File: config.mk
export PLATFORM = sky130hd
export DESIGN_NAME = modbus_rtu_request_encoder
export DESIGN_NICKNAME = d
export VERILOG_FILES = /design/src/hdl/mbrtu_pkg.sv /design/src/hdl/mbrtu_front.sv /design/src/hdl/mbrtu_cmdq.sv /design/src/hdl/mbrtu_back.sv /design/src/hdl/modbus_rtu_request_encoder.sv
export SDC_FILE = /design/constraint.sdc
export NUM_CORES = 1
export LEC_CHECK = 0
export ABC_AREA = 1
export BUFFER_PORTS_ARGS = -buffer_cell sky130_fd_sc_hd__buf_2
export CORE_MARGIN = 2
export CORE_UTILIZATION = 45
export CTS_BUF_LIST = sky130_fd_sc_hd__clkbuf_8
export CTS_CLUSTER_SIZE = 25
export DETAILED_ROUTE_END_ITERATION = 10
export GPL_TIMING_DRIVEN = 0
export PLACE_DENSITY = 0.65
export SYNTH_ARGS = -nofsm -noshare
export SYNTH_HDL_FRONTEND = slang
export SYNTH_SLANG_ARGS = --single-unit
File: constraint.sdc
create_clock -name i_clk -period 3.3 [get_ports i_clk]
set_input_delay 0.165 -clock i_clk [delete_from_list [all_inputs] [get_ports i_clk]]
set_output_delay 0.165 -clock i_clk [all_outputs]
set_load 0.05 [all_outputs]
File: src/hdl/mbrtu_pkg.sv
// Shared types, constants and CRC function of the Modbus RTU request encoder.
package mbrtu_pkg;

    typedef enum logic [1:0] {
        FUNC_READ_HOLD    = 2'd0,
        FUNC_WRITE_SINGLE = 2'd1,
        FUNC_WRITE_MULTI  = 2'd2,
        FUNC_DATA_WORD    = 2'd3
    } t_func;

    localparam logic [7:0] FC_READ_HOLD    = 8'h03;
    localparam logic [7:0] FC_WRITE_SINGLE = 8'h06;
    localparam logic [7:0] FC_WRITE_MULTI  = 8'h10;

    localparam logic [15:0] CRC_INIT = 16'hFFFF;
    localparam logic [15:0] CRC_POLY = 16'hA001;

    localparam int HDR_BYTES = 7;
    localparam int WORDS_W   = 7;
    localparam int IDX_W     = 4;

    localparam int QDEPTH = 2;
    localparam int QPTR_W = 1;
    localparam int QCNT_W = 2;

    // One command from the front to the back: a run of literal bytes,
    // optionally followed by the two CRC bytes, or a single error result.
    typedef struct packed {
        logic                        err;
        logic                        restart;
        logic                        add_crc;
        logic [2:0]                  nbytes;
        logic [HDR_BYTES-1:0][7:0]   bytes;
    } t_cmd;

    typedef struct packed {
        logic [7:0] tx_byte;
        logic       last;
        logic       err;
    } t_res;

    function automatic logic [15:0] crc_byte(input logic [15:0] crc, input logic [7:0] b);
        logic [15:0] c;
        c = crc ^ {8'h00, b};
        for (int i = 0; i < 8; i++) begin
            c = c[0] ? ((c >> 1) ^ CRC_POLY) : (c >> 1);
        end
        return c;
    endfunction

endpackage

File: src/hdl/mbrtu_front.sv
// Front part: classifies request items against the open frame and builds commands.
module mbrtu_front #(
    parameter int MAX_REGS = 123
) (
    input  logic                 i_clk,
    input  logic                 i_rst_n,
    input  logic                 i_accept,
    input  logic [1:0]           i_func,
    input  logic [15:0]          i_reg_addr,
    input  logic [15:0]          i_quantity,
    input  logic [15:0]          i_data_word,
    input  logic [7:0]           i_slave_address,
    output mbrtu_pkg::t_cmd      o_cmd
);

    logic                              r_open;
    logic [mbrtu_pkg::WORDS_W-1:0]     r_words;
    logic                              n_open;
    logic [mbrtu_pkg::WORDS_W-1:0]     n_words;
    logic [mbrtu_pkg::WORDS_W-1:0]     w_words_dec;
    mbrtu_pkg::t_func                  w_func;
    logic [7:0]                        w_code;

    assign w_func      = mbrtu_pkg::t_func'(i_func);
    assign w_words_dec = r_words - mbrtu_pkg::WORDS_W'(1);

    always_comb begin
        o_cmd         = '0;
        n_open        = r_open;
        n_words       = r_words;
        w_code        = mbrtu_pkg::FC_READ_HOLD;
        unique case (w_func)
            mbrtu_pkg::FUNC_READ_HOLD:    w_code = mbrtu_pkg::FC_READ_HOLD;
            mbrtu_pkg::FUNC_WRITE_SINGLE: w_code = mbrtu_pkg::FC_WRITE_SINGLE;
            mbrtu_pkg::FUNC_WRITE_MULTI:  w_code = mbrtu_pkg::FC_WRITE_MULTI;
            mbrtu_pkg::FUNC_DATA_WORD:    w_code = mbrtu_pkg::FC_WRITE_MULTI;
        endcase
        if (w_func == mbrtu_pkg::FUNC_DATA_WORD) begin
            if (!r_open) begin
                o_cmd.err = 1'b1;
            end else begin
                o_cmd.nbytes   = 3'd2;
                o_cmd.bytes[0] = i_data_word[15:8];
                o_cmd.bytes[1] = i_data_word[7:0];
                o_cmd.add_crc  = (w_words_dec == '0);
                n_words        = w_words_dec;
                n_open         = (w_words_dec != '0);
            end
        end else if (r_open) begin
            o_cmd.err = 1'b1;
        end else if (w_func == mbrtu_pkg::FUNC_WRITE_MULTI &&
                     i_quantity > 16'(MAX_REGS)) begin
            o_cmd.err = 1'b1;
        end else begin
            o_cmd.restart  = 1'b1;
            o_cmd.bytes[0] = i_slave_address;
            o_cmd.bytes[1] = w_code;
            o_cmd.bytes[2] = i_reg_addr[15:8];
            o_cmd.bytes[3] = i_reg_addr[7:0];
            o_cmd.bytes[4] = i_quantity[15:8];
            o_cmd.bytes[5] = i_quantity[7:0];
            o_cmd.bytes[6] = {i_quantity[6:0], 1'b0};
            if (w_func == mbrtu_pkg::FUNC_WRITE_MULTI) begin
                o_cmd.nbytes  = 3'd7;
                o_cmd.add_crc = (i_quantity == '0);
                if (i_quantity != '0) begin
                    n_words = i_quantity[mbrtu_pkg::WORDS_W-1:0];
                    n_open  = 1'b1;
                end
            end else begin
                o_cmd.nbytes  = 3'd6;
                o_cmd.add_crc = 1'b1;
            end
        end
    end

    always_ff @(posedge i_clk) begin
        if (!i_rst_n) begin
            r_open  <= 1'b0;
            r_words <= '0;
        end else if (i_accept) begin
            r_open  <= n_open;
            r_words <= n_words;
        end
    end

endmodule

File: src/hdl/mbrtu_cmdq.sv
// Short command queue between the front and back parts.
module mbrtu_cmdq (
    input  logic             i_clk,
    input  logic             i_rst_n,
    input  logic             i_push,
    input  mbrtu_pkg::t_cmd  i_cmd,
    output logic             o_full,
    input  logic             i_pop,
    output logic             o_valid,
    output mbrtu_pkg::t_cmd  o_cmd
);

    mbrtu_pkg::t_cmd                   r_mem [mbrtu_pkg::QDEPTH];
    logic [mbrtu_pkg::QPTR_W-1:0]      r_wr;
    logic [mbrtu_pkg::QPTR_W-1:0]      r_rd;
    logic [mbrtu_pkg::QCNT_W-1:0]      r_cnt;
    logic                              w_push;
    logic                              w_pop;

    assign o_full  = (r_cnt == mbrtu_pkg::QCNT_W'(mbrtu_pkg::QDEPTH));
    assign o_valid = (r_cnt != '0);
    assign o_cmd   = r_mem[r_rd];
    assign w_push  = i_push && !o_full;
    assign w_pop   = i_pop && o_valid;

    always_ff @(posedge i_clk) begin
        if (w_push) begin
            r_mem[r_wr] <= i_cmd;
        end
    end

    always_ff @(posedge i_clk) begin
        if (!i_rst_n) begin
            r_wr  <= '0;
            r_rd  <= '0;
            r_cnt <= '0;
        end else begin
            if (w_push) begin
                r_wr <= r_wr + mbrtu_pkg::QPTR_W'(1);
            end
            if (w_pop) begin
                r_rd <= r_rd + mbrtu_pkg::QPTR_W'(1);
            end
            unique case ({w_push, w_pop})
                2'b10:   r_cnt <= r_cnt + mbrtu_pkg::QCNT_W'(1);
                2'b01:   r_cnt <= r_cnt - mbrtu_pkg::QCNT_W'(1);
                default: r_cnt <= r_cnt;
            endcase
        end
    end

endmodule

File: src/hdl/mbrtu_back.sv
// Back part: serializes command bytes, runs the CRC and queues result items.
module mbrtu_back (
    input  logic             i_clk,
    input  logic             i_rst_n,
    input  logic             i_cmd_valid,
    input  mbrtu_pkg::t_cmd  i_cmd,
    output logic             o_cmd_pop,
    input  logic             i_pop,
    output logic             o_empty,
    output mbrtu_pkg::t_res  o_res
);

    logic [mbrtu_pkg::IDX_W-1:0]       r_idx;
    logic [15:0]                       r_crc;
    mbrtu_pkg::t_res                   r_oq [mbrtu_pkg::QDEPTH];
    logic [mbrtu_pkg::QPTR_W-1:0]      r_owr;
    logic [mbrtu_pkg::QPTR_W-1:0]      r_ord;
    logic [mbrtu_pkg::QCNT_W-1:0]      r_ocnt;

    logic [mbrtu_pkg::IDX_W-1:0]       w_total;
    logic [mbrtu_pkg::IDX_W-1:0]       w_nbytes;
    logic                              w_out_full;
    logic                              w_emit;
    logic                              w_is_data;
    logic                              w_last;
    logic [7:0]                        w_byte;
    logic [15:0]                       w_crc_base;
    logic [15:0]                       w_crc_next;
    logic                              w_opop;
    mbrtu_pkg::t_res                   w_res;

    assign w_nbytes   = {1'b0, i_cmd.nbytes};
    assign w_total    = i_cmd.err ? mbrtu_pkg::IDX_W'(1)
                                  : w_nbytes + (i_cmd.add_crc ? mbrtu_pkg::IDX_W'(2) : '0);
    assign w_out_full = (r_ocnt == mbrtu_pkg::QCNT_W'(mbrtu_pkg::QDEPTH));
    assign w_emit     = i_cmd_valid && !w_out_full;
    assign w_is_data  = !i_cmd.err && (r_idx < w_nbytes);
    assign w_last     = (r_idx == w_total - mbrtu_pkg::IDX_W'(1));
    assign o_cmd_pop  = w_emit && w_last;

    // Pick a zero byte for an error, else the literal byte, else the CRC low then high byte.
    always_comb begin
        priority if (i_cmd.err) begin
            w_byte = 8'h00;
        end else if (w_is_data) begin
            w_byte = i_cmd.bytes[r_idx[2:0]];
        end else if (r_idx == w_nbytes) begin
            w_byte = r_crc[7:0];
        end else begin
            w_byte = r_crc[15:8];
        end
    end

    assign w_crc_base = (i_cmd.restart && r_idx == '0) ? mbrtu_pkg::CRC_INIT : r_crc;
    assign w_crc_next = mbrtu_pkg::crc_byte(w_crc_base, w_byte);

    assign w_res.tx_byte = w_byte;
    assign w_res.last    = w_last;
    assign w_res.err     = i_cmd.err;

    always_ff @(posedge i_clk) begin
        if (!i_rst_n) begin
            r_idx <= '0;
            r_crc <= mbrtu_pkg::CRC_INIT;
        end else if (w_emit) begin
            r_idx <= w_last ? '0 : r_idx + mbrtu_pkg::IDX_W'(1);
            if (w_is_data) begin
                r_crc <= w_crc_next;
            end
        end
    end

    // Result queue
    assign o_empty = (r_ocnt == '0);
    assign o_res   = r_oq[r_ord];
    assign w_opop  = i_pop && !o_empty;

    always_ff @(posedge i_clk) begin
        if (w_emit) begin
            r_oq[r_owr] <= w_res;
        end
    end

    always_ff @(posedge i_clk) begin
        if (!i_rst_n) begin
            r_owr  <= '0;
            r_ord  <= '0;
            r_ocnt <= '0;
        end else begin
            if (w_emit) begin
                r_owr <= r_owr + mbrtu_pkg::QPTR_W'(1);
            end
            if (w_opop) begin
                r_ord <= r_ord + mbrtu_pkg::QPTR_W'(1);
            end
            unique case ({w_emit, w_opop})
                2'b10:   r_ocnt <= r_ocnt + mbrtu_pkg::QCNT_W'(1);
                2'b01:   r_ocnt <= r_ocnt - mbrtu_pkg::QCNT_W'(1);
                default: r_ocnt <= r_ocnt;
            endcase
        end
    end

endmodule

File: src/hdl/modbus_rtu_request_encoder.sv
// Top level of the Modbus RTU request encoder: front, command queue and back.
//
// Input channel (push/full): one request item per accepted push. func 0 and 1
// give a full 8-byte frame; func 2 opens a write-multiple frame with 7 header
// bytes; func 3 carries one data word (2 bytes) and, for the final word, the
// two CRC bytes. Mismatched items give one error result (tx_byte 0, flagged).
// Result channel (empty/pop): one item per frame byte, oldest on the ports
// while empty is low; last_byte marks the final byte caused by an input item.
// Config: i_cfg_we writes i_cfg_data into the slave address (reset value 1).
// An item's bytes pass the registered command queue, then the result queue.
// Throughput: one result byte per cycle while the result queue has room, set
// by the single CRC byte unit in the back part. The front accepts while the
// two-entry command queue has room, so pushes overlap the serialization of
// earlier items.
// Reset: all queues empty, no frame open, CRC at FFFF.
// When pop stays low, the two-entry result queue fills, the back stops, then
// the command queue fills and full rises; nothing is dropped.
module modbus_rtu_request_encoder #(
    parameter int MAX_REGS = 123
) (
    input  logic         i_clk,
    input  logic         i_rst_n,
    input  logic         push,
    output logic         full,
    input  logic [1:0]   i_func,
    input  logic [15:0]  i_reg_addr,
    input  logic [15:0]  i_quantity,
    input  logic [15:0]  i_data_word,
    output logic         empty,
    input  logic         pop,
    output logic [7:0]   o_tx_byte,
    output logic         o_last_byte,
    output logic         o_request_error,
    input  logic         i_cfg_we,
    input  logic [7:0]   i_cfg_data
);

    logic [7:0]          r_slave_address;
    logic                w_accept;
    mbrtu_pkg::t_cmd     w_front_cmd;
    mbrtu_pkg::t_cmd     w_head_cmd;
    logic                w_cmd_valid;
    logic                w_cmd_pop;
    mbrtu_pkg::t_res     w_res;

    // Hold the slave address; it is sampled when a header item is classified.
    always_ff @(posedge i_clk) begin
        if (!i_rst_n) begin
            r_slave_address <= 8'h01;
        end else if (i_cfg_we) begin
            r_slave_address <= i_cfg_data;
        end
    end

    assign w_accept = push && !full;

    mbrtu_front #(
        .MAX_REGS (MAX_REGS)
    ) u_front (
        .i_clk           (i_clk),
        .i_rst_n         (i_rst_n),
        .i_accept        (w_accept),
        .i_func          (i_func),
        .i_reg_addr      (i_reg_addr),
        .i_quantity      (i_quantity),
        .i_data_word     (i_data_word),
        .i_slave_address (r_slave_address),
        .o_cmd           (w_front_cmd)
    );

    mbrtu_cmdq u_cmdq (
        .i_clk   (i_clk),
        .i_rst_n (i_rst_n),
        .i_push  (push),
        .i_cmd   (w_front_cmd),
        .o_full  (full),
        .i_pop   (w_cmd_pop),
        .o_valid (w_cmd_valid),
        .o_cmd   (w_head_cmd)
    );

    mbrtu_back u_back (
        .i_clk       (i_clk),
        .i_rst_n     (i_rst_n),
        .i_cmd_valid (w_cmd_valid),
        .i_cmd       (w_head_cmd),
        .o_cmd_pop   (w_cmd_pop),
        .i_pop       (pop),
        .o_empty     (empty),
        .o_res       (w_res)
    );

    assign o_tx_byte       = w_res.tx_byte;
    assign o_last_byte     = w_res.last;
    assign o_request_error = w_res.err;

    // Both queues come out of reset empty.
    a_reset_empty : assert property (@(posedge i_clk) !i_rst_n |=> empty && !full)
        else $error("queues not empty after reset");

    // An error result is a lone zero byte that closes its item.
    a_error_shape : assert property (@(posedge i_clk) disable iff (!i_rst_n)
        (!empty && o_request_error) |-> (o_last_byte && o_tx_byte == 8'h00))
        else $error("malformed error result");

    // The back retires a command only when one is queued.
    a_cmd_pop_valid : assert property (@(posedge i_clk) disable iff (!i_rst_n)
        w_cmd_pop |-> w_cmd_valid)
        else $error("command retired from empty queue");

endmodule

## Yosys cells after proc, flatten, opt, wreduce, memory -nomap -nowiden

Memories as Yosys holds them, arrays and structs flattened. A register that Yosys moved wholly into a read port is not among the register bits.
Cells that the tools add are included.

| storage, ports and cells | value |
|---|---|
| register bits | 44 |
| bits in latches | 0 |
| memory bits (writable) | 144 |
| memory bits (read-only) | 0 |
| input port bits | 63 |
| output and inout bits | 12 |
| word-level logic and storage cells | 130 |
| memories kept | 2 |

Memory list:

| memory | words | bits a word | rd ports | clocked after Yosys merged registers in | wr ports | RTL line | source |
|---|---|---|---|---|---|---|---|
| u_cmdq.r_mem | 2 | 62 | 1 | 1 | 1 | mbrtu_cmdq.sv:13 | `mbrtu_pkg::t_cmd r_mem [mbrtu_pkg::QDEPTH];` |
| u_back.r_oq | 2 | 10 | 1 | 1 | 1 | mbrtu_back.sv:15 | `mbrtu_pkg::t_res r_oq [mbrtu_pkg::QDEPTH];` |

| cells by class | value |
|---|---|
| $add $sub $neg | 12 |
| multipliers | 0 |
| divide/modulo/power cells | 0 |
| order comparisons | 3 |
| eq/ne operators | 14 |
| shifts and indexed selects | 0 |
| muxes and demuxes | 53 |
| bitwise operators | 9 |
| reduce and logical (&&, ||, !) cells | 26 |

Operators by type and width:

| cell | number |
|---|---|
| 2-to-1 mux 16 bit | 11 |
| 2-to-1 mux 61 bit | 2 |
| 2-to-1 mux 7 bit | 6 |
| 2-to-1 mux 40 bit | 1 |
| 2-to-1 mux 8 bit | 4 |
| binary-select mux 8 bit (select 3 bit) | 1 |
| inverter 2 -> 3 bit | 8 |
| one-hot mux 8 bit (3 select lines) | 1 |
| 2-to-1 mux 4 bit | 5 |
| 2-to-1 mux 1 bit | 19 |
| greater-than comparator 16 x 7 -> 1 bit (second input constant) | 1 |
| logical NOT 16 bit | 1 |
| nonzero test 16 bit | 1 |
| bitwise XOR 16 x 8 -> 16 bit | 1 |
| == test 2 bit (second input constant) | 6 |
| nonzero test 2 bit | 5 |
| logical AND 1 bit | 8 |
| one-hot mux 2 bit (2 select lines) | 2 |
| logical NOT 7 bit | 1 |
| nonzero test 7 bit | 1 |
| subtractor 7 x 1 -> 7 bit (second input constant) | 1 |
| == test 2 x 1 -> 1 bit (second input constant) | 3 |
| AND reduction 6 bit | 1 |
| adder 1 bit (second input constant) | 4 |
| other kinds (16) | 23 |

## Depth between registers and ports, before layout

Gate-level depths: netlist of run 1.

| logic depth | value |
|---|---|
| depth after elaboration | 21 |
| depth in mapped cells | 32 |
| mapped depth without buffers | 27 |

## Modules after synthesis

Synthesis of run 1 repeated with hierarchy kept, for this count alone.

| unflattened totals | value |
|---|---|
| cells, all modules | 998 |
| area total of the unflattened synthesis | 10,015.9 µm² |

By module, submodules not included:

| module | instances | cells each | area each (µm²) | seq. area each (µm²) |
|---|---|---|---|---|
| mbrtu_cmdq | 1 | 231 | 5,021.1 | 3,823.7 |
| mbrtu_back | 1 | 479 | 3,347.0 | 1,101.1 |
| mbrtu_front | 1 | 236 | 1,300.0 | 160.2 |
| modbus_rtu_request_encoder | 1 | 52 | 347.8 | 160.2 |

## Worst setup path before layout of run 1

No wires, ideal clock.

| timing path | value |
|---|---|
| kind | register -> register |
| from | register with a tool-made name |
| to | register u_back.r_crc[0] |
| arrival | 3,281 ps |
| slack | -96 ps |
| stages on the path, launching flop included | 31 |
| cells stage by stage | dfxtp_1 -> buf_6 -> inv_4 -> buf_6 -> buf_6 -> buf_6 -> buf_6 -> or2_2 -> o21ai_0 -> ha_1 -> nand2_1 -> nand2_1 -> nand2_1 -> nand3_4 -> buf_6 -> a31oi_1 -> nand2_1 -> inv_2 -> nand2_2 -> nand2_4 -> inv_2 -> nand2_2 -> nand3_2 -> nand3_4 -> nand2_2 -> nand2_2 -> nand3_1 -> nand3_1 -> nand3b_1 -> nand3_1 -> nand2_1 |

RTL lines:

| what | RTL line | source |
|---|---|---|
| end signal, assigned | mbrtu_back.sv:64 | `r_crc <= mbrtu_pkg::CRC_INIT;` |
| end signal, assigned | mbrtu_back.sv:68 | `r_crc <= w_crc_next;` |
| end, declared | mbrtu_back.sv:14 | `logic [15:0] r_crc;` |

==> results of run 1 <==
worst paths after layout:
path / from / to / depth (start not counted)
worst min-delay path: i_cfg_we / r_slave_address[0] / 3
worst min register to register: u_back.r_ord / u_back.r_ord / 1
worst max-delay path: flop / u_back.r_crc[0] / 27
worst max register to register: flop / u_back.r_crc[0] / 27
kinds of logic after synthesis:
group	synth area share [%]
AND/OR/NAND/NOR	22.0
flip-flops	54.9
buffers and inverters	7.71
AO/OA/AOI/OAI	9.75
adder cells (fa/ha/maj)	2.34
XOR/XNOR	1.71
multiplexers	1.66
metrics by stage:
step,util (%),cells,total power (W),hold WS [ns],cell area (um^2)
2_1_floorplan,-,927,0.00641,0.287,8580
3_3_place_gp,49.4,1235,0.00736,0.388,9250
3_5_place_dp,49.7,1237,0.00744,0.385,9300
4_1_cts,53.9,1289,0.00945,0.00289,10100
5_1_grt,56.5,1315,0.0112,0.0227,10600
6_report,56.5,1315,0.0106,0.0254,10600
registers in the layout, indices dropped and copies added (netlist names), named ones only:
signal and cells:
r_slave_address 8, u_back.r_crc 16, u_back.r_idx 4, u_back.r_ocnt 2
u_back.r_oq 20, u_back.r_ord 1, u_back.r_owr 1, u_cmdq.r_cnt 2
u_cmdq.r_mem 106, u_cmdq.r_rd 1, u_cmdq.r_wr 1, u_front.r_open 1
u_front.r_words 7
what timing repair did:
item,4_1_cts,5_1_grt
endpoints found under the hold margin,10,0
buffers inserted,15,28
gates resized for setup,38,67
gates cloned,1,0
endpoints found under the setup margin,19,15
pin swaps,11,43
hold buffers,10,0
routing by layer:
metal	up-vias	routed length (um)
li1	3410	-
met1	3183	9460
met2	223	10400
met3	27	1430
met4	0	362
met5	-	0
placed cells by master, fill, tap and decap left out, types with 10 or more instances in the layout:
cell type,count
sky130_fd_sc_hd__nand2_1,150
sky130_fd_sc_hd__edfxtp_1,126
sky130_fd_sc_hd__nor2_1,110
sky130_fd_sc_hd__inv_1,101
sky130_fd_sc_hd__buf_2,80
sky130_fd_sc_hd__nand3_1,68
sky130_fd_sc_hd__dfxtp_1,45
sky130_fd_sc_hd__o21ai_0,43
sky130_fd_sc_hd__a21oi_1,42
sky130_fd_sc_hd__buf_4,40
sky130_fd_sc_hd__nand2_2,23
sky130_fd_sc_hd__clkbuf_8,20
sky130_fd_sc_hd__clkbuf_1,16
sky130_fd_sc_hd__nand2_4,14
sky130_fd_sc_hd__nand3_4,13
sky130_fd_sc_hd__o21ai_1,12
sky130_fd_sc_hd__nand3_2,12
sky130_fd_sc_hd__ha_1,12
sky130_fd_sc_hd__inv_2,11
sky130_fd_sc_hd__mux2_2,10
sky130_fd_sc_hd__dlygate4sd3_1,10
area by class of cell:
class	count	area (um^2)
plain buffers	29	166
clock buffers	20	275
clock inverters	12	158
fillers	1620	8140
inverters	117	457
multi-input cells	601	3620
flip-flops and latches	172	4710
well taps	234	293
repair buffers	130	887
where the power goes:
part | leakage [nW] | internal (W) | switching [W]
clock | 0.234 | 0.000871 | 0.000723
sequential | 1.58 | 0.00294 | 0.000204
combinational | 2.75 | 0.00218 | 0.00369
total | 4.56 | 0.00598 | 0.00462
critical path, cell delays in order (launching register included):
cell and delay [ns]:
sky130_fd_sc_hd__dfxtp_4 0.37, sky130_fd_sc_hd__inv_4 0.11, sky130_fd_sc_hd__nand2_1 0.06, sky130_fd_sc_hd__nand2_1 0.10, sky130_fd_sc_hd__inv_1 0.09, sky130_fd_sc_hd__ha_1 0.18, sky130_fd_sc_hd__nor2_1 0.32, sky130_fd_sc_hd__nand2_4 0.09
sky130_fd_sc_hd__nor2_4 0.16, sky130_fd_sc_hd__nand2_1 0.08, sky130_fd_sc_hd__clkinv_1 0.06, sky130_fd_sc_hd__nand2_2 0.08, sky130_fd_sc_hd__nand2_2 0.08, sky130_fd_sc_hd__nand2_1 0.07, sky130_fd_sc_hd__nand2_2 0.09, sky130_fd_sc_hd__nand3_2 0.10
sky130_fd_sc_hd__nand2_4 0.09, sky130_fd_sc_hd__nand2_4 0.08, sky130_fd_sc_hd__nand2_4 0.09, sky130_fd_sc_hd__nand2_4 0.07, sky130_fd_sc_hd__nand3_4 0.11, sky130_fd_sc_hd__nand2_4 0.07, sky130_fd_sc_hd__nand2_4 0.09, sky130_fd_sc_hd__nand3_4 0.08
sky130_fd_sc_hd__nand3_2 0.08, sky130_fd_sc_hd__nand3_1 0.09, sky130_fd_sc_hd__nand3_2 0.10, sky130_fd_sc_hd__nand2_1 0.05
==> impl_metrics.py, run 1 <==
metrics = {
    "run_status": {
        "status": "complete, no violations",
    },
    "final_layout": {
        "diodes": 0,
        "flow.area_growth_from_synthesis_pct": 23.2,
        "final_layout_size_suffix_gt1_share_pct": 25.3,
        "nNetsFinal": 1147,
    },
    "cts": {
        "worst_setup_hold_path_clk_slew_ns": 0.08,
        "cts_tree": "built",
        "clockRootBuffer": "sky130_fd_sc_hd__clkbuf_8",
        "cts.sink_count": 172,
        "clkLatencyLatePin_ns": 0.46,
        "ctsLongestPathBuffers": 2,
        "cts_inserted_buffers": 17,
        "h_tree_depth_reported_by_cts": 4,
    },
    "logic_synthesis": {
        "syn-num-nets": 1006,
        "ys_seq_area_share_pct": 54.9,
        "synthesis.yosys.warnings": 0,
        "synth_common_cells": "sky130_fd_sc_hd__nand2_1 (167), sky130_fd_sc_hd__edfxtp_1 (126), sky130_fd_sc_hd__nor2_1 (116), sky130_fd_sc_hd__inv_1 (102), sky130_fd_sc_hd__nand3_1 (81)",
        "syn-mean-instance-area_um2": 9.25,
        "synth_edf_count": 126,
        "synth-async-reset-ratio_pct": 0,
        "netlist_instances": 927,
        "post_synth_num_cell_types": 50,
        "synthMostInstantiatedCell": "sky130_fd_sc_hd__nand2_1",
        "mappedNetlistArea_um2": 8570,
        "synth.largest_area_cell": "sky130_fd_sc_hd__edfxtp_1",
        "yosysTopAreaCellShare_pct": 44.1,
        "synthesis_stage_register_bit_count": 172,
        "synth_ff_type": "sky130_fd_sc_hd__edfxtp_1",
        "netlist_top_cells_area": "sky130_fd_sc_hd__edfxtp_1 (44%), sky130_fd_sc_hd__dfxtp_1 (11%), sky130_fd_sc_hd__nand2_1 (7.3%)",
    },
    "floorplan": {
        "die_h_um": 142,
        "placement_row_count": 50,
        "core_um2": 18700,
        "die_area_um2": 20200,
        "start_util_pct": 45.8,
        "fp.dieW_um": 142,
        "io-pin-count": 75,
    },
    "pwr": {
        "power.leakage_nw": 4.56,
        "ir_drop_uv": 537,
        "cellPowerDensity_nw_per_um2": 1000,
    },
    "detailed_routing": {
        "drt-vias-per-instance": 5.20,
        "vias": 6843,
        "drt_drc_violations_left": 0,
        "drt_first_iter_violations": 585,
        "route.detailed.wl_per_inst_um": 16.5,
        "firstDrtPassIters": 6,
        "antenna_violating_nets_post_route": 0,
        "drt-total-wl_um": 21700,
    },
    "sta": {
        "final.min_clock_period_ns": 3.17,
        "timing.final.max_slew_violations": 0,
        "timing.setup.tns_ns": 0,
        "post_route_fraction_of_the_period_consumed_by_the_critical_path_pct": 95.9,
        "worst-slew-pin-transition_ns": 0.905,
        "worst_slack_ns": 0.135,
        "worst_clock_skew_ns": 0.0126,
        "final_hold_viol_count": 0,
        "max_clock_freq_ghz": 0.316,
        "report.final.setup_viol": 0,
        "worst_slew_margin_rel_pct": 39.7,
    },
    "place": {
        "io_buffers": 74,
        "place.detailed.hpwl_um": 14800,
        "pre_cts_ws_ns": -0.665,
        "routabilityCongestion": 0.867,
    },
    "global_routing": {
        "antenna_found_initial": 1,
        "grt_util_met2_pct": 34.9,
        "pin_count_of_the_biggest_net_entering_global_routing": 32,
        "grt_pass1_wl_um": 33000,
        "use_met3_pct": 3.53,
        "gr-max-usage-layer": "met2",
        "grt_pass1_vias": 6399,
        "use_met1_pct": 29.6,
        "groute.usage.overall_pct": 21.5,
        "grt_remaining_overflow": 0,
    },
    "critical_path": {
        "crit_path_start_kind": "flop",
        "setup.worst_path.class": "reg -> reg",
        "critical_path_data_required_time_ns": 3.66,
        "reg2reg_slack_ns": 0.13,
        "worst_setup_path_end_kind": "flop",
        "critical_path_peak_fanout": 6,
        "worst-endpoint-arrival_ns": 3.52,
    },
    "job": {
        "maximum_capacitance_violations": 0,
    },
    "min_path": {
        "worst_hold_path_type": "in -> reg",
    },
}
No activity file was read; power rests on OpenSTA's default activity.
==> run 2: changes to the inputs <==
--- a/config.mk
+++ b/config.mk
@@ -7,7 +7,7 @@
 export LEC_CHECK = 0
 export ABC_AREA = 1
 export BUFFER_PORTS_ARGS = -buffer_cell sky130_fd_sc_hd__buf_2
-export CORE_MARGIN = 2
+export CORE_MARGIN = 4
 export CORE_UTILIZATION = 45
 export CTS_BUF_LIST = sky130_fd_sc_hd__clkbuf_8
 export CTS_CLUSTER_SIZE = 25
==> impl_metrics.py, run 2 (synthesized netlist as in run 1, its figures left out) <==
metrics = {
    "final_layout": {
        "multiInputGateArea_um2": 3530,
        "final_cell_mix": "sky130_fd_sc_hd__nand2_1 (153), sky130_fd_sc_hd__edfxtp_1 (126), sky130_fd_sc_hd__nor2_1 (109), sky130_fd_sc_hd__inv_1 (98), sky130_fd_sc_hd__buf_2 (79)",
        "nNetsFinal": 1148,
        "layout.cells.non_filler": 1316,
        "post-route-cell-area_um2": 10500,
        "seqCellArea_um2": 4710,
        "largest_reg_flops": 106,
        "fill_cells": 1668,
        "largestRegisters": "u_cmdq.r_mem (106), u_back.r_oq (20), u_back.r_crc (16)",
        "flow.area_growth_from_synthesis_pct": 22.3,
        "mostFrequentLayoutCell": "sky130_fd_sc_hd__nand2_1",
        "diodes": 0,
        "final_layout_size_suffix_gt1_share_pct": 24.8,
        "most_flop_heavy_register": "u_cmdq.r_mem",
    },
    "detailed_routing": {
        "drt_drc_violations_left": 0,
        "drt_first_iter_violations": 574,
        "antenna_violating_nets_post_route": 0,
        "firstDrtPassIters": 6,
        "drt-total-wl_um": 21900,
        "drt-vias-per-instance": 5.26,
        "vias": 6922,
        "route.detailed.wl_per_inst_um": 16.6,
    },
    "critical_path": {
        "critical_path_peak_fanout": 7,
        "setup.worst_path.class": "reg -> reg",
        "worst_setup_path_end_kind": "flop",
        "worst-endpoint-arrival_ns": 3.57,
        "critPathTopFamily": "simple AND/OR/NAND/NOR gates",
        "worstPathBufferInverterCount": 6,
        "slowest_delay_ns": 0.36,
        "crit_path_start_kind": "flop",
        "reg2reg_slack_ns": 0.08,
        "timing.critical_path.slowest_stage_cell": "sky130_fd_sc_hd__dfxtp_4",
        "critical_path_data_required_time_ns": 3.66,
    },
    "sta": {
        "final.min_clock_period_ns": 3.22,
        "timing.final.max_slew_violations": 0,
        "setup_repair_after_global_routing_missed_its_margin": "true",
        "worst_clock_skew_ns": 0.0107,
        "worst_slew_margin_rel_pct": 34.7,
        "worst-slew-pin-transition_ns": 0.980,
        "post_route_fraction_of_the_period_consumed_by_the_critical_path_pct": 97.5,
        "report.final.setup_viol": 0,
        "final_hold_viol_count": 0,
        "max_clock_freq_ghz": 0.311,
        "timing.setup.tns_ns": 0,
    },
    "place": {
        "detailed_place.area_um2": 9300,
        "place.detailed.hpwl_um": 14900,
        "post-place-cells": 1237,
        "routabilityCongestion": 0.874,
        "io_buffers": 74,
    },
    "global_routing": {
        "grt_pass1_wl_um": 34100,
        "groute.usage.overall_pct": 20.3,
        "pin_count_of_the_biggest_net_entering_global_routing": 32,
        "grt_remaining_overflow": 0,
        "grt_pass1_vias": 6567,
        "antenna_found_initial": 0,
    },
    "cts": {
        "cts_inserted_buffers": 17,
        "cts.sink_count": 172,
        "worst_setup_hold_path_clk_slew_ns": 0.09,
        "h_tree_depth_reported_by_cts": 4,
        "ctsLongestPathBuffers": 2,
        "clkLatencyLatePin_ns": 0.46,
        "cts_tree": "built",
        "clockRootBuffer": "sky130_fd_sc_hd__clkbuf_8",
    },
    "pwr": {
        "ir_drop_uv": 532,
        "cellPowerDensity_nw_per_um2": 989,
        "power.leakage_nw": 4.53,
    },
    "floorplan": {
        "placement_row_count": 50,
        "die_h_um": 146,
        "die_area_um2": 21300,
        "start_util_pct": 45.8,
        "fp.dieW_um": 146,
        "core_um2": 18700,
        "io-pin-count": 75,
    },
    "run_status": {
        "status": "complete, no violations",
    },
    "min_path": {
        "worst_hold_path_type": "in -> reg",
    },
    "job": {
        "maximum_capacitance_violations": 0,
    },
}
==> run 2: cell types whose count changed in the layout (fill, tap and decap cells not counted), moves of 3 or more <==
cell	previous run	this run
sky130_fd_sc_hd__inv_6	0	7
sky130_fd_sc_hd__clkbuf_8	20	17
sky130_fd_sc_hd__inv_1	101	98
sky130_fd_sc_hd__nand2_1	150	153
sky130_fd_sc_hd__nand2_2	23	20
sky130_fd_sc_hd__nand3_4	13	10
==> run 2: metrics by stage <==
stage	worst slack (ns)	hold slack, ns	total power [W]	util [%]
2_1_floorplan	-0.0675	0.287	0.00641	-
3_3_place_gp	-0.625	0.385	0.00738	49.4
3_5_place_dp	-0.671	0.390	0.00745	49.7
4_1_cts	-0.0415	0.00626	0.00982	54.7
5_1_grt	-0.151	0.0140	0.0111	56.1
6_report	0.0838	0.0289	0.0104	56.1
==> run 2: path summary, 6_finish.rpt <==
check | to | cells after the start | start
max | u_back.r_crc[0] | 27 | flop
max reg2reg | u_back.r_crc[0] | 27 | flop
min | r_slave_address[0] | 3 | i_cfg_we
min reg2reg | u_back.r_ord | 1 | u_back.r_ord
==> run 2: layout make-up <==
cell class | instances | area share [%]
clock buffers | 17 | 2.23
repair buffers | 130 | 8.66
well taps | 234 | 2.79
multi-input cells | 601 | 33.6
plain buffers | 30 | 1.69
flip-flops and latches | 172 | 44.9
inverters | 117 | 4.38
clock inverters | 15 | 1.74
==> run 2: worst register-to-register path, stage by stage (launching register included) <==
cell and delay, ns:
sky130_fd_sc_hd__dfxtp_4 0.36, sky130_fd_sc_hd__buf_4 0.12, sky130_fd_sc_hd__inv_6 0.06, sky130_fd_sc_hd__buf_12 0.12, sky130_fd_sc_hd__or2_4 0.23, sky130_fd_sc_hd__o21ai_4 0.08, sky130_fd_sc_hd__ha_4 0.25, sky130_fd_sc_hd__nand2_4 0.08
sky130_fd_sc_hd__nand2_2 0.05, sky130_fd_sc_hd__nand2_2 0.08, sky130_fd_sc_hd__nand3_4 0.09, sky130_fd_sc_hd__buf_8 0.17, sky130_fd_sc_hd__nor2_1 0.10, sky130_fd_sc_hd__nand2_1 0.13, sky130_fd_sc_hd__nand3_2 0.12, sky130_fd_sc_hd__inv_2 0.06
sky130_fd_sc_hd__nand2_2 0.07, sky130_fd_sc_hd__nand2_4 0.08, sky130_fd_sc_hd__inv_4 0.09, sky130_fd_sc_hd__nand3_4 0.09, sky130_fd_sc_hd__nand3_4 0.14, sky130_fd_sc_hd__nand2_4 0.07, sky130_fd_sc_hd__nand2_4 0.09, sky130_fd_sc_hd__nand3_4 0.08
sky130_fd_sc_hd__nand3_1 0.08, sky130_fd_sc_hd__nand3_1 0.08, sky130_fd_sc_hd__nand3_2 0.09, sky130_fd_sc_hd__nand2_1 0.05
==> run 2: per-layer routing <==
layer,vias to the layer above,routed length [um],GRT usage [%]
met3,23,1730,3.88
met5,-,0,0
met2,243,10200,32.6
met1,3247,9640,28.2
met4,0,308,5.93
li1,3409,-,-
==> run 2: repair_timing <==
item,CTS,global route
pin swaps,29,34
endpoints found under the setup margin,21,47
resized for setup,53,37
setup buffers,27,15
hold buffers,11,0
gates cloned,1,1
endpoints found under the hold margin,11,0
==> run 2: power by group <==
part	total (W)	switching [W]	internal [W]
clock	0.00155	0.000791	0.000759
combinational	0.00570	0.00359	0.00211
sequential	0.00313	0.000190	0.00294
total	0.0104	0.00457	0.00581
